==> src/sv/pqrp_pkg.sv <==
// Shared types, constants and pixel conversion functions of the pixel quantize RLE packer.
`default_nettype none

package pqrp_pkg;

  localparam int RUN_LIMIT_DEF   = 255;
  localparam int QUEUE_DEPTH_DEF = 4;

  localparam logic [2:0] FMT_RAW332    = 3'd0;
  localparam logic [2:0] FMT_RLE332    = 3'd1;
  localparam logic [2:0] FMT_PACKED444 = 3'd2;
  localparam logic [2:0] FMT_RAW565    = 3'd3;
  localparam logic [2:0] FMT_RLE565    = 3'd4;
  localparam logic [2:0] FMT_SIZE332   = 3'd5;
  localparam logic [2:0] FMT_SIZE565   = 3'd6;

  localparam logic [0:0] REG_FORMAT = 1'b0;

  typedef enum logic [1:0] {
    TR_NONE = 2'd0,
    TR_SUM  = 2'd1,
    TR_SIZE = 2'd2
  } trailer_e;

  typedef struct packed {
    logic [5:0][7:0] data;
    logic [2:0]      n_data;
    logic            summed;
    trailer_e        trailer;
    logic [2:0]      size_inc;
    logic            last;
  } cmd_t;

  typedef struct packed {
    logic [7:0]  c332;
    logic [11:0] c444;
    logic [15:0] c565;
    logic        last;
  } pix_t;

  function automatic logic [2:0] q3(input logic [7:0] v);
    logic [8:0] r;
    r = {1'b0, v} + 9'd16;
    q3 = r[8] ? 3'd7 : r[7:5];
  endfunction

  function automatic logic [1:0] q2(input logic [7:0] v);
    logic [8:0] r;
    r = {1'b0, v} + 9'd32;
    q2 = r[8] ? 2'd3 : r[7:6];
  endfunction

  function automatic logic [3:0] q4(input logic [7:0] v);
    logic [8:0] r;
    r = {1'b0, v} + 9'd8;
    q4 = r[8] ? 4'd15 : r[7:4];
  endfunction

  function automatic logic near20(input logic [7:0] a, input logic [7:0] b);
    logic [7:0] d;
    d = (a > b) ? (a - b) : (b - a);
    near20 = (d <= 8'd20);
  endfunction

  function automatic logic [7:0] to332(input logic [7:0] r, input logic [7:0] g,
                                       input logic [7:0] b);
    logic [9:0]  s;
    logic [19:0] prod;
    logic [7:0]  avg;
    logic [2:0]  g3;
    s    = {2'b00, r} + {2'b00, g} + {2'b00, b};
    prod = 20'(s) * 20'd683;
    avg  = prod[18:11];
    g3   = q3(avg);
    if ((s < 10'd60) || ((r < 8'd32) && (g < 8'd32) && (b < 8'd32))) begin
      to332 = 8'h00;
    end else if ((r < 8'd120) && (g < 8'd120) && (b < 8'd120) && near20(r, g) &&
                 near20(g, b)) begin
      to332 = {g3, g3, q2(avg)};
    end else if (({1'b0, g} > ({1'b0, r} + 9'd45)) &&
                 ({1'b0, g} > ({1'b0, b} + 9'd30))) begin
      to332 = 8'h1C;
    end else begin
      to332 = {q3(r), q3(g), q2(b)};
    end
  endfunction

  function automatic logic [11:0] to444(input logic [7:0] r, input logic [7:0] g,
                                        input logic [7:0] b);
    to444 = {q4(r), q4(g), q4(b)};
  endfunction

  function automatic logic [15:0] to565(input logic [7:0] r, input logic [7:0] g,
                                        input logic [7:0] b);
    to565 = {r[7:3], g[7:2], b[7:3]};
  endfunction

endpackage

`default_nettype wire

==> src/sv/pqrp_enc.sv <==
// Input stage: accept pixels and register their RGB332, RGB444 and RGB565 codes.
`default_nettype none

module pqrp_enc (
  input  wire logic          clk_i,
  input  wire logic          rst_ni,
  input  wire logic [7:0]    red_i,
  input  wire logic [7:0]    green_i,
  input  wire logic [7:0]    blue_i,
  input  wire logic          last_pixel_i,
  input  wire logic          in_valid_i,
  output logic               in_ready_o,
  output logic               pix_valid_o,
  output pqrp_pkg::pix_t     pix_o,
  input  wire logic          pix_take_i
);

  logic           valid_q, valid_d;
  pqrp_pkg::pix_t pix_q;

  assign in_ready_o  = !valid_q || pix_take_i;
  assign pix_valid_o = valid_q;
  assign pix_o       = pix_q;

  always_comb begin
    valid_d = valid_q;
    if (in_ready_o) begin
      valid_d = in_valid_i;
    end
  end

  always_ff @(posedge clk_i or negedge rst_ni) begin
    if (!rst_ni) begin
      valid_q <= 1'b0;
    end else begin
      valid_q <= valid_d;
    end
  end

  always_ff @(posedge clk_i) begin
    if (in_ready_o && in_valid_i) begin
      pix_q.c332 <= pqrp_pkg::to332(red_i, green_i, blue_i);
      pix_q.c444 <= pqrp_pkg::to444(red_i, green_i, blue_i);
      pix_q.c565 <= pqrp_pkg::to565(red_i, green_i, blue_i);
      pix_q.last <= last_pixel_i;
    end
  end

endmodule

`default_nettype wire

==> src/sv/pqrp_front.sv <==
// Front end: track runs and held pixels, and turn pixels into byte commands.
`default_nettype none

module pqrp_front #(
  parameter int RUN_LIMIT = pqrp_pkg::RUN_LIMIT_DEF
) (
  input  wire logic           clk_i,
  input  wire logic           rst_ni,
  input  wire logic [2:0]     format_i,
  input  wire logic           clear_i,
  input  wire logic           pix_valid_i,
  input  wire pqrp_pkg::pix_t pix_i,
  output logic                pix_take_o,
  input  wire logic           q_full_i,
  output logic                q_push_o,
  output pqrp_pkg::cmd_t      q_cmd_o
);

  logic [15:0] run_val_q, run_val_d;
  logic [7:0]  run_len_q, run_len_d;
  logic [11:0] held_q, held_d;
  logic        held_v_q, held_v_d;

  logic [15:0] v;
  logic        flush_old;
  logic [7:0]  new_len;
  logic [15:0] new_val;
  logic        last;
  pqrp_pkg::cmd_t cmd;

  assign last       = pix_i.last;
  assign pix_take_o = pix_valid_i && !q_full_i;

  always_comb begin
    v = ((format_i == pqrp_pkg::FMT_RLE332) || (format_i == pqrp_pkg::FMT_SIZE332)) ?
        {8'h00, pix_i.c332} : pix_i.c565;
    flush_old = (run_len_q != 8'd0) && ((v != run_val_q) || (run_len_q >= 8'(RUN_LIMIT)));
    if (flush_old || (run_len_q == 8'd0)) begin
      new_len = 8'd1;
      new_val = v;
    end else begin
      new_len = run_len_q + 8'd1;
      new_val = run_val_q;
    end
  end

  always_comb begin
    cmd          = '0;
    cmd.last     = last;
    cmd.trailer  = pqrp_pkg::TR_NONE;
    run_val_d    = run_val_q;
    run_len_d    = run_len_q;
    held_d       = held_q;
    held_v_d     = held_v_q;
    unique case (format_i)
      pqrp_pkg::FMT_RAW332: begin
        cmd.data[0] = pix_i.c332;
        cmd.n_data  = 3'd1;
      end
      pqrp_pkg::FMT_RLE332: begin
        run_val_d = new_val;
        run_len_d = new_len;
        if (flush_old) begin
          cmd.data[0] = run_len_q;
          cmd.data[1] = run_val_q[7:0];
          cmd.data[2] = new_len;
          cmd.data[3] = new_val[7:0];
          cmd.n_data  = last ? 3'd4 : 3'd2;
        end else begin
          cmd.data[0] = new_len;
          cmd.data[1] = new_val[7:0];
          cmd.n_data  = last ? 3'd2 : 3'd0;
        end
      end
      pqrp_pkg::FMT_RLE565: begin
        run_val_d  = new_val;
        run_len_d  = new_len;
        cmd.summed = 1'b1;
        if (flush_old) begin
          cmd.data[0] = run_len_q;
          cmd.data[1] = run_val_q[15:8];
          cmd.data[2] = run_val_q[7:0];
          cmd.data[3] = new_len;
          cmd.data[4] = new_val[15:8];
          cmd.data[5] = new_val[7:0];
          cmd.n_data  = last ? 3'd6 : 3'd3;
        end else begin
          cmd.data[0] = new_len;
          cmd.data[1] = new_val[15:8];
          cmd.data[2] = new_val[7:0];
          cmd.n_data  = last ? 3'd3 : 3'd0;
        end
      end
      pqrp_pkg::FMT_SIZE332: begin
        run_val_d    = new_val;
        run_len_d    = new_len;
        cmd.size_inc = (flush_old ? 3'd2 : 3'd0) + (last ? 3'd2 : 3'd0);
      end
      pqrp_pkg::FMT_SIZE565: begin
        run_val_d    = new_val;
        run_len_d    = new_len;
        cmd.size_inc = (flush_old ? 3'd3 : 3'd0) + (last ? 3'd3 : 3'd0);
      end
      pqrp_pkg::FMT_PACKED444: begin
        if (held_v_q) begin
          cmd.data[0] = held_q[11:4];
          cmd.data[1] = {held_q[3:0], pix_i.c444[11:8]};
          cmd.data[2] = pix_i.c444[7:0];
          cmd.n_data  = 3'd3;
          held_v_d    = 1'b0;
        end else if (last) begin
          cmd.data[0] = pix_i.c444[11:4];
          cmd.data[1] = {pix_i.c444[3:0], 4'h0};
          cmd.n_data  = 3'd2;
        end else begin
          held_d   = pix_i.c444;
          held_v_d = 1'b1;
        end
      end
      pqrp_pkg::FMT_RAW565: begin
        cmd.data[0] = pix_i.c565[7:0];
        cmd.data[1] = pix_i.c565[15:8];
        cmd.n_data  = 3'd2;
        cmd.summed  = 1'b1;
      end
      default: begin
      end
    endcase
    if (last) begin
      if ((format_i == pqrp_pkg::FMT_RAW565) || (format_i == pqrp_pkg::FMT_RLE565)) begin
        cmd.trailer = pqrp_pkg::TR_SUM;
      end else if ((format_i == pqrp_pkg::FMT_SIZE332) ||
                   (format_i == pqrp_pkg::FMT_SIZE565)) begin
        cmd.trailer = pqrp_pkg::TR_SIZE;
      end
      run_val_d = '0;
      run_len_d = '0;
      held_d    = '0;
      held_v_d  = 1'b0;
    end
  end

  assign q_cmd_o  = cmd;
  assign q_push_o = pix_take_o && ((cmd.n_data != 3'd0) || last || (cmd.size_inc != 3'd0));

  always_ff @(posedge clk_i or negedge rst_ni) begin
    if (!rst_ni) begin
      run_val_q <= '0;
      run_len_q <= '0;
      held_q    <= '0;
      held_v_q  <= 1'b0;
    end else if (clear_i) begin
      run_val_q <= '0;
      run_len_q <= '0;
      held_q    <= '0;
      held_v_q  <= 1'b0;
    end else if (pix_take_o) begin
      run_val_q <= run_val_d;
      run_len_q <= run_len_d;
      held_q    <= held_d;
      held_v_q  <= held_v_d;
    end
  end

endmodule

`default_nettype wire

==> src/sv/pqrp_queue.sv <==
// Command queue between the front end and the byte serializer.
`default_nettype none

module pqrp_queue #(
  parameter int DEPTH = pqrp_pkg::QUEUE_DEPTH_DEF
) (
  input  wire logic           clk_i,
  input  wire logic           rst_ni,
  input  wire logic           push_i,
  input  wire pqrp_pkg::cmd_t cmd_i,
  output logic                full_o,
  input  wire logic           pop_i,
  output logic                nonempty_o,
  output pqrp_pkg::cmd_t      cmd_o
);

  localparam int AW = (DEPTH > 1) ? $clog2(DEPTH) : 1;
  localparam int CW = $clog2(DEPTH + 1);

  pqrp_pkg::cmd_t mem_q [DEPTH];
  logic [AW-1:0]  wr_ptr_q, wr_ptr_d;
  logic [AW-1:0]  rd_ptr_q, rd_ptr_d;
  logic [CW-1:0]  count_q, count_d;

  assign full_o     = (count_q == CW'(DEPTH));
  assign nonempty_o = (count_q != '0);
  assign cmd_o      = mem_q[rd_ptr_q];

  always_comb begin
    wr_ptr_d = wr_ptr_q;
    rd_ptr_d = rd_ptr_q;
    count_d  = count_q;
    if (push_i) begin
      wr_ptr_d = (wr_ptr_q == AW'(DEPTH - 1)) ? '0 : wr_ptr_q + AW'(1);
    end
    if (pop_i) begin
      rd_ptr_d = (rd_ptr_q == AW'(DEPTH - 1)) ? '0 : rd_ptr_q + AW'(1);
    end
    if (push_i && !pop_i) begin
      count_d = count_q + CW'(1);
    end else if (pop_i && !push_i) begin
      count_d = count_q - CW'(1);
    end
  end

  always_ff @(posedge clk_i or negedge rst_ni) begin
    if (!rst_ni) begin
      wr_ptr_q <= '0;
      rd_ptr_q <= '0;
      count_q  <= '0;
    end else begin
      wr_ptr_q <= wr_ptr_d;
      rd_ptr_q <= rd_ptr_d;
      count_q  <= count_d;
    end
  end

  always_ff @(posedge clk_i) begin
    if (push_i) begin
      mem_q[wr_ptr_q] <= cmd_i;
    end
  end

endmodule

`default_nettype wire

==> src/sv/pqrp_back.sv <==
// Back end: serialize command bytes, keep byte sum and size count, append trailers.
`default_nettype none

module pqrp_back (
  input  wire logic           clk_i,
  input  wire logic           rst_ni,
  input  wire logic           clear_i,
  input  wire logic           q_nonempty_i,
  input  wire pqrp_pkg::cmd_t q_cmd_i,
  output logic                q_pop_o,
  output logic [7:0]          out_byte_o,
  output logic                end_of_area_o,
  output logic                out_valid_o,
  input  wire logic           out_ready_i
);

  logic [2:0]  idx_q, idx_d;
  logic [15:0] sum_q, sum_d;
  logic [31:0] size_q, size_d;
  logic        ovalid_q, ovalid_d;
  logic [7:0]  obyte_q;
  logic        oend_q;

  logic [3:0]  total;
  logic [2:0]  tidx;
  logic [32:0] size_add;
  logic [31:0] size_eff;
  logic        is_data;
  logic [7:0]  dbyte;
  logic [7:0]  tbyte;
  logic [7:0]  byte_sel;
  logic        can_load;
  logic        load;
  logic        final_byte;

  assign out_byte_o    = obyte_q;
  assign end_of_area_o = oend_q;
  assign out_valid_o   = ovalid_q;

  always_comb begin
    unique case (q_cmd_i.trailer)
      pqrp_pkg::TR_SUM:  total = {1'b0, q_cmd_i.n_data} + 4'd2;
      pqrp_pkg::TR_SIZE: total = {1'b0, q_cmd_i.n_data} + 4'd4;
      default:           total = {1'b0, q_cmd_i.n_data};
    endcase
    size_add = {1'b0, size_q} + {30'd0, q_cmd_i.size_inc};
    size_eff = size_add[32] ? 32'hFFFF_FFFF : size_add[31:0];
    tidx     = idx_q - q_cmd_i.n_data;
    is_data  = (idx_q < q_cmd_i.n_data);
    case (idx_q)
      3'd0:    dbyte = q_cmd_i.data[0];
      3'd1:    dbyte = q_cmd_i.data[1];
      3'd2:    dbyte = q_cmd_i.data[2];
      3'd3:    dbyte = q_cmd_i.data[3];
      3'd4:    dbyte = q_cmd_i.data[4];
      3'd5:    dbyte = q_cmd_i.data[5];
      default: dbyte = 8'h00;
    endcase
    if (q_cmd_i.trailer == pqrp_pkg::TR_SUM) begin
      tbyte = tidx[0] ? sum_q[15:8] : sum_q[7:0];
    end else begin
      case (tidx[1:0])
        2'd0:    tbyte = size_eff[7:0];
        2'd1:    tbyte = size_eff[15:8];
        2'd2:    tbyte = size_eff[23:16];
        default: tbyte = size_eff[31:24];
      endcase
    end
    byte_sel = is_data ? dbyte : tbyte;
  end

  assign can_load   = !ovalid_q || out_ready_i;
  assign load       = q_nonempty_i && (total != 4'd0) && can_load;
  assign final_byte = ({1'b0, idx_q} == (total - 4'd1));
  assign q_pop_o    = q_nonempty_i && ((total == 4'd0) || (can_load && final_byte));

  always_comb begin
    idx_d    = idx_q;
    sum_d    = sum_q;
    size_d   = size_q;
    ovalid_d = ovalid_q;
    if (can_load) begin
      ovalid_d = load;
    end
    if (load) begin
      idx_d = final_byte ? 3'd0 : idx_q + 3'd1;
      if (is_data && q_cmd_i.summed) begin
        sum_d = sum_q + {8'h00, dbyte};
      end
    end
    if (q_pop_o) begin
      size_d = size_eff;
      if (q_cmd_i.last) begin
        sum_d  = '0;
        size_d = '0;
      end
    end
    if (clear_i) begin
      sum_d  = '0;
      size_d = '0;
    end
  end

  always_ff @(posedge clk_i or negedge rst_ni) begin
    if (!rst_ni) begin
      idx_q    <= '0;
      sum_q    <= '0;
      size_q   <= '0;
      ovalid_q <= 1'b0;
    end else begin
      idx_q    <= idx_d;
      sum_q    <= sum_d;
      size_q   <= size_d;
      ovalid_q <= ovalid_d;
    end
  end

  always_ff @(posedge clk_i) begin
    if (load) begin
      obyte_q <= byte_sel;
      oend_q  <= q_cmd_i.last && final_byte;
    end
  end

endmodule

`default_nettype wire

==> src/sv/pixel_quantize_rle_packer.sv <==
// Top level of the pixel quantize RLE packer: format register, front end, queue, back end.
// A pixel passes the encoder register, the command queue and the output byte register.
// Throughput: one output byte per cycle while out_ready_i is high; a pixel has up to
//   three bytes (rle565 with changing pixels), and the final pixel of an area up to
//   eight (two runs in rle565 plus the byte sum); a four-entry queue absorbs the rest.
// Reset: clears run, held pixel, byte sum, size count and queue; format resets to packed444.
`default_nettype none

module pixel_quantize_rle_packer #(
  parameter int RUN_LIMIT   = pqrp_pkg::RUN_LIMIT_DEF,
  parameter int QUEUE_DEPTH = pqrp_pkg::QUEUE_DEPTH_DEF
) (
  input  wire logic        clk_i,
  input  wire logic        rst_ni,
  input  wire logic        psel,
  input  wire logic        penable,
  input  wire logic        pwrite,
  input  wire logic [2:0]  paddr,
  input  wire logic [31:0] pwdata,
  output logic [31:0]      prdata,
  output logic             pready,
  input  wire logic [7:0]  red_i,
  input  wire logic [7:0]  green_i,
  input  wire logic [7:0]  blue_i,
  input  wire logic        last_pixel_i,
  input  wire logic        in_valid_i,
  output logic             in_ready_o,
  output logic [7:0]       out_byte_o,
  output logic             end_of_area_o,
  output logic             out_valid_o,
  input  wire logic        out_ready_i
);

  logic [2:0]     format_q;
  logic           cfg_wr;
  logic           pix_valid;
  pqrp_pkg::pix_t pix;
  logic           pix_take;
  logic           q_full;
  logic           q_push;
  pqrp_pkg::cmd_t q_cmd_in;
  logic           q_nonempty;
  logic           q_pop;
  pqrp_pkg::cmd_t q_cmd_out;

  assign pready = 1'b1;
  assign cfg_wr = psel && penable && pwrite && pready && (paddr[2] == pqrp_pkg::REG_FORMAT);
  assign prdata = (paddr[2] == pqrp_pkg::REG_FORMAT) ? {29'd0, format_q} : 32'd0;

  always_ff @(posedge clk_i or negedge rst_ni) begin
    if (!rst_ni) begin
      format_q <= pqrp_pkg::FMT_PACKED444;
    end else if (cfg_wr) begin
      format_q <= pwdata[2:0];
    end
  end

  pqrp_enc u_enc (
    .clk_i        (clk_i),
    .rst_ni       (rst_ni),
    .red_i        (red_i),
    .green_i      (green_i),
    .blue_i       (blue_i),
    .last_pixel_i (last_pixel_i),
    .in_valid_i   (in_valid_i),
    .in_ready_o   (in_ready_o),
    .pix_valid_o  (pix_valid),
    .pix_o        (pix),
    .pix_take_i   (pix_take)
  );

  pqrp_front #(
    .RUN_LIMIT (RUN_LIMIT)
  ) u_front (
    .clk_i       (clk_i),
    .rst_ni      (rst_ni),
    .format_i    (format_q),
    .clear_i     (cfg_wr),
    .pix_valid_i (pix_valid),
    .pix_i       (pix),
    .pix_take_o  (pix_take),
    .q_full_i    (q_full),
    .q_push_o    (q_push),
    .q_cmd_o     (q_cmd_in)
  );

  pqrp_queue #(
    .DEPTH (QUEUE_DEPTH)
  ) u_queue (
    .clk_i      (clk_i),
    .rst_ni     (rst_ni),
    .push_i     (q_push),
    .cmd_i      (q_cmd_in),
    .full_o     (q_full),
    .pop_i      (q_pop),
    .nonempty_o (q_nonempty),
    .cmd_o      (q_cmd_out)
  );

  pqrp_back u_back (
    .clk_i         (clk_i),
    .rst_ni        (rst_ni),
    .clear_i       (cfg_wr),
    .q_nonempty_i  (q_nonempty),
    .q_cmd_i       (q_cmd_out),
    .q_pop_o       (q_pop),
    .out_byte_o    (out_byte_o),
    .end_of_area_o (end_of_area_o),
    .out_valid_o   (out_valid_o),
    .out_ready_i   (out_ready_i)
  );

endmodule

`default_nettype wire
==> config.mk <==
export PLATFORM = sky130hd
export DESIGN_NAME = pixel_quantize_rle_packer
export DESIGN_NICKNAME = d
export VERILOG_FILES = /design/src/sv/pqrp_pkg.sv /design/src/sv/pqrp_enc.sv /design/src/sv/pqrp_front.sv /design/src/sv/pqrp_queue.sv /design/src/sv/pqrp_back.sv /design/src/sv/pixel_quantize_rle_packer.sv
export SDC_FILE = /design/constraint.sdc
export NUM_CORES = 1
export LEC_CHECK = 0
export ABC_AREA = 1
export BUFFER_PORTS_ARGS = -buffer_cell sky130_fd_sc_hd__buf_2
export CAP_MARGIN = 10
export CELL_PAD_IN_SITES_DETAIL_PLACEMENT = 0
export CELL_PAD_IN_SITES_GLOBAL_PLACEMENT = 1
export CORE_MARGIN = 3
export CORE_UTILIZATION = 48
export DETAILED_ROUTE_END_ITERATION = 8
export PLACE_DENSITY_LB_ADDON = 0.08
export SLEW_MARGIN = 5
export SYNTH_ARGS = -nofsm -noshare
export SYNTH_HDL_FRONTEND = slang
export SYNTH_SLANG_ARGS = --single-unit
==> constraint.sdc <==
create_clock -name clk_i -period 6.4 [get_ports clk_i]
set_input_delay 0.64 -clock clk_i [delete_from_list [all_inputs] [get_ports clk_i]]
set_output_delay 0.64 -clock clk_i [all_outputs]
set_load 0.005 [all_outputs]
==> key figures <==
GRT
  • Largest net degree at the start of global routing: 99
  • Vias in the first global route: 18900
  • Initial antenna violation count: 0
  • First-pass GRT wire length: 106 mm
  • GRT Overall Usage: 0.253
  • GR Overflow Total: 0

Finish
  • Most frequent cells in the layout: 546 x nand2_1, 298 x inv_1, 278 x edfxtp_1, 260 x nor2_1, 216 x o21ai_0
  • Final #Nets: 3141
  • Commonest non-fill, non-tap cell in the layout: nand2_1
  • Final instance area: 27500 sq um
  • Area growth, synth to finish: 13.7%
  • Layout cell share with drive strength beyond 1: 0.135

Synth
  • Yosys reg bits: 378
  • EDFF count, synth: 278
  • Top FF cell, synth: edfxtp_1
  • Cell count after synthesis: 2760
  • Async S/R FF share, synth: 0.265
  • Number of distinct library cells after synthesis: 68
  • Syn_area_per_cell: 8.75 sq um
  • Yosys Warn Count: 0
  • Cell area after synthesis: 24100 sq um
  • Seq/Total Area, Yosys: 0.450

Detailed routing
  • Vias per std cell: 5.53
  • Residual DRC: 0
  • Routed WL per cell: 19.1 um
  • Post-Route WL: 68.3 mm
  • Final antenna-violating net count: 0
  • Initial drt markers: 1640
  • Vias after detailed routing: 19800
  • Drt first pass iters: 6

Placed design
  • Port bufs: 49
  • Placed cell area: 25700 sq um
  • Hpwl dp: 48.9 mm
  • Placer Congestion: 0.897

Setup path
  • Worst setup SP type: primary input
  • Crit-path max cell delay: 0.52 ns
  • CP Launch Point: red_i[1]
  • Worst R2R End: u_queue.count_q[2]$_DFFE_PN0P_
  • Worst path slowest cell: fa_1
  • CP endpoint kind: flop
  • R2R Path Start: u_queue.rd_ptr_q[0]$_DFFE_PN0P_
  • R2r setup slk: 1.13 ns
  • Setup Crit Path Kind: in2reg
  • Crit path required time: 6.81 ns
  • Crit path arrival time: 6.61 ns
  • Worst Path Max Fanout: 3
  • Reg2Reg Depth: 19

CTS
  • Max H-tree Level: 2
  • Reg clk slew, reported paths: 0.06 ns
  • Clk_lat worst skew: 0.57 ns
  • Clk buf depth: 3
  • CTS buffer count: 41
  • CTS tree: built
  • Hold_buf cts: 0
  • Root buf cell: clkbuf_16
  • Clock Sinks: 378

Job
  • Max Cap Viol: 0

Status
  • Outcome: complete, no violations

STA
  • Slew headroom: 0.333
  • Final Setup Violations: 0
  • Hold_ws: 0.151 ns
  • RSZ-0062 raised after global routing: true
  • Final Max Tran Viols: 0
  • Final hold viol count: 0
  • Clock skew: 0.0216 ns
  • Worst-Margin Slew: 1.00 ns
  • Minimum clock period: 6.21 ns
  • Max Clk Rate: 0.161 GHz
  • Final period utilization: 0.970

Floorplanning
  • Die area: 53000 sq um
  • Die Y: 230 um
  • Site Rows: 81
  • Initial Util: 0.489
  • Width of the die: 230 um
  • Area of the core: 49400 sq um
  • Num ports: 111

Min path
  • HP Class: in2async
==> worst max path at each step <==
| stage | end | slack (ns) | cells after the start |
|---|---|---|---|
| after floorplan | u_enc.pix_o[32]$_SDFFCE_PP0P_ | -0.12 | 40 |
| after global placement | u_enc.pix_o[32]$_SDFFCE_PP0P_ | -0.53 | 39 |
| after detailed placement | u_enc.pix_o[35]$_SDFFCE_PP0P_ | -0.60 | 38 |
| after CTS | u_enc.pix_o[35]$_SDFFCE_PP0P_ | 0.008 | 37 |
| after global routing | u_enc.pix_o[36]$_SDFFCE_PP0P_ | -0.12 | 39 |
| final | u_enc.pix_o[34]$_SDFFCE_PP0P_ | 0.19 | 38 |
==> cells by family after synthesis <==
family | after synthesis | synth area share
simple gates | 1165 | 0.211
compound gates | 495 | 0.120
buf+inv | 437 | 0.0777
flops | 378 | 0.450
fa+ha+maj | 192 | 0.108
xor+xnor | 89 | 0.0329
other cells | 2 | 0.000311
mux | 2 | 0.000829
==> through the flow <==
stage	worst slack [ns]	TNS [ns]	util	std cells
finish	0.195	0	0.556	3580
global route	-0.118	-0.657	0.556	3579
CTS	0.00822	0	0.549	3575
detailed placement	-0.596	-4.31	0.521	3498
global placement	-0.534	-3.82	0.521	3498
floorplan	-0.117	-0.603	-	2788
==> worst max-delay path, delay by kind of cell <==
| kind | cells | cell delay [ns] |
|---|---|---|
| AOI/OAI and AO/OA | 4 | 0.58 |
| xor gates and xnor gates | 3 | 0.50 |
| adders and majority gates | 8 | 2.98 |
| buffers and inverters | 11 | 0.81 |
| and+or+nand+nor | 12 | 1.09 |
==> cell usage after synthesis, drive strengths merged (3+ instances only) <==
cell	instances	area, sq um
ha	165	2060
buf	68	480
a31oi	13	87.6
clkbuf	52	198
o22ai	63	400
a22o	22	193
xnor2	22	193
a22oi	8	60.1
o2111ai	3	26.3
nand3b	8	60.1
fa	27	541
xor2	66	578
or2	17	106
a21o	7	52.6
nand4	69	432
nand3	171	896
dfrtp	99	2480
nor3	35	185
o211ai	8	60.1
o21bai	5	37.5
a21oi	105	533
o21ai	236	1230
o221ai	4	35.0
nor2	284	1130
a32oi	4	35.0
a221oi	7	61.3
edfxtp	278	8350
nand2	575	2250
inv	317	1200
==> registers in the layout (all words and copies together), names as in the netlist, 8 cells and up <==
register	flops
u_back.out_byte_o	8
u_back.size_q	32
u_back.sum_q	16
u_enc.pix_o	37
u_front.held_q	12
u_front.run_len_q	8
u_front.run_val_q	16
u_queue.mem_q	232
==> metal layers <==
metal | routed length, um | vias up | global-route usage
met5 | 0 | - | 0
met4 | 1800 | 0 | 0.0729
met3 | 4170 | 106 | 0.0315
met2 | 31300 | 663 | 0.406
met1 | 31000 | 9452 | 0.361
li1 | - | 9580 | -
==> final cells by class <==
type                            count  area, sq um
Antenna cell                        1         2.50
Clock buffer                       49         1090
Clock inverter                     27          294
Fill cell                        4539        21900
Inverter                          317         1220
Multi-Input combinational cell   1973        11900
Sequential cell                   378        10900
Tap cell                          664          831
Timing Repair Buffer              171         1230
==> timing repair <==
| action | in CTS | in global routing |
|---|---|---|
| endpoints found under the hold margin | 0 | 0 |
| gates resized for setup | 0 | 79 |
| pin swaps | 0 | 43 |
| endpoints found under the setup margin | 2 | 8 |
| setup buffers | 1 | 4 |
Power is left out: the tool's default activity adds up to more than one toggle a clock period on the data nets, which glitch-free logic cannot reach.
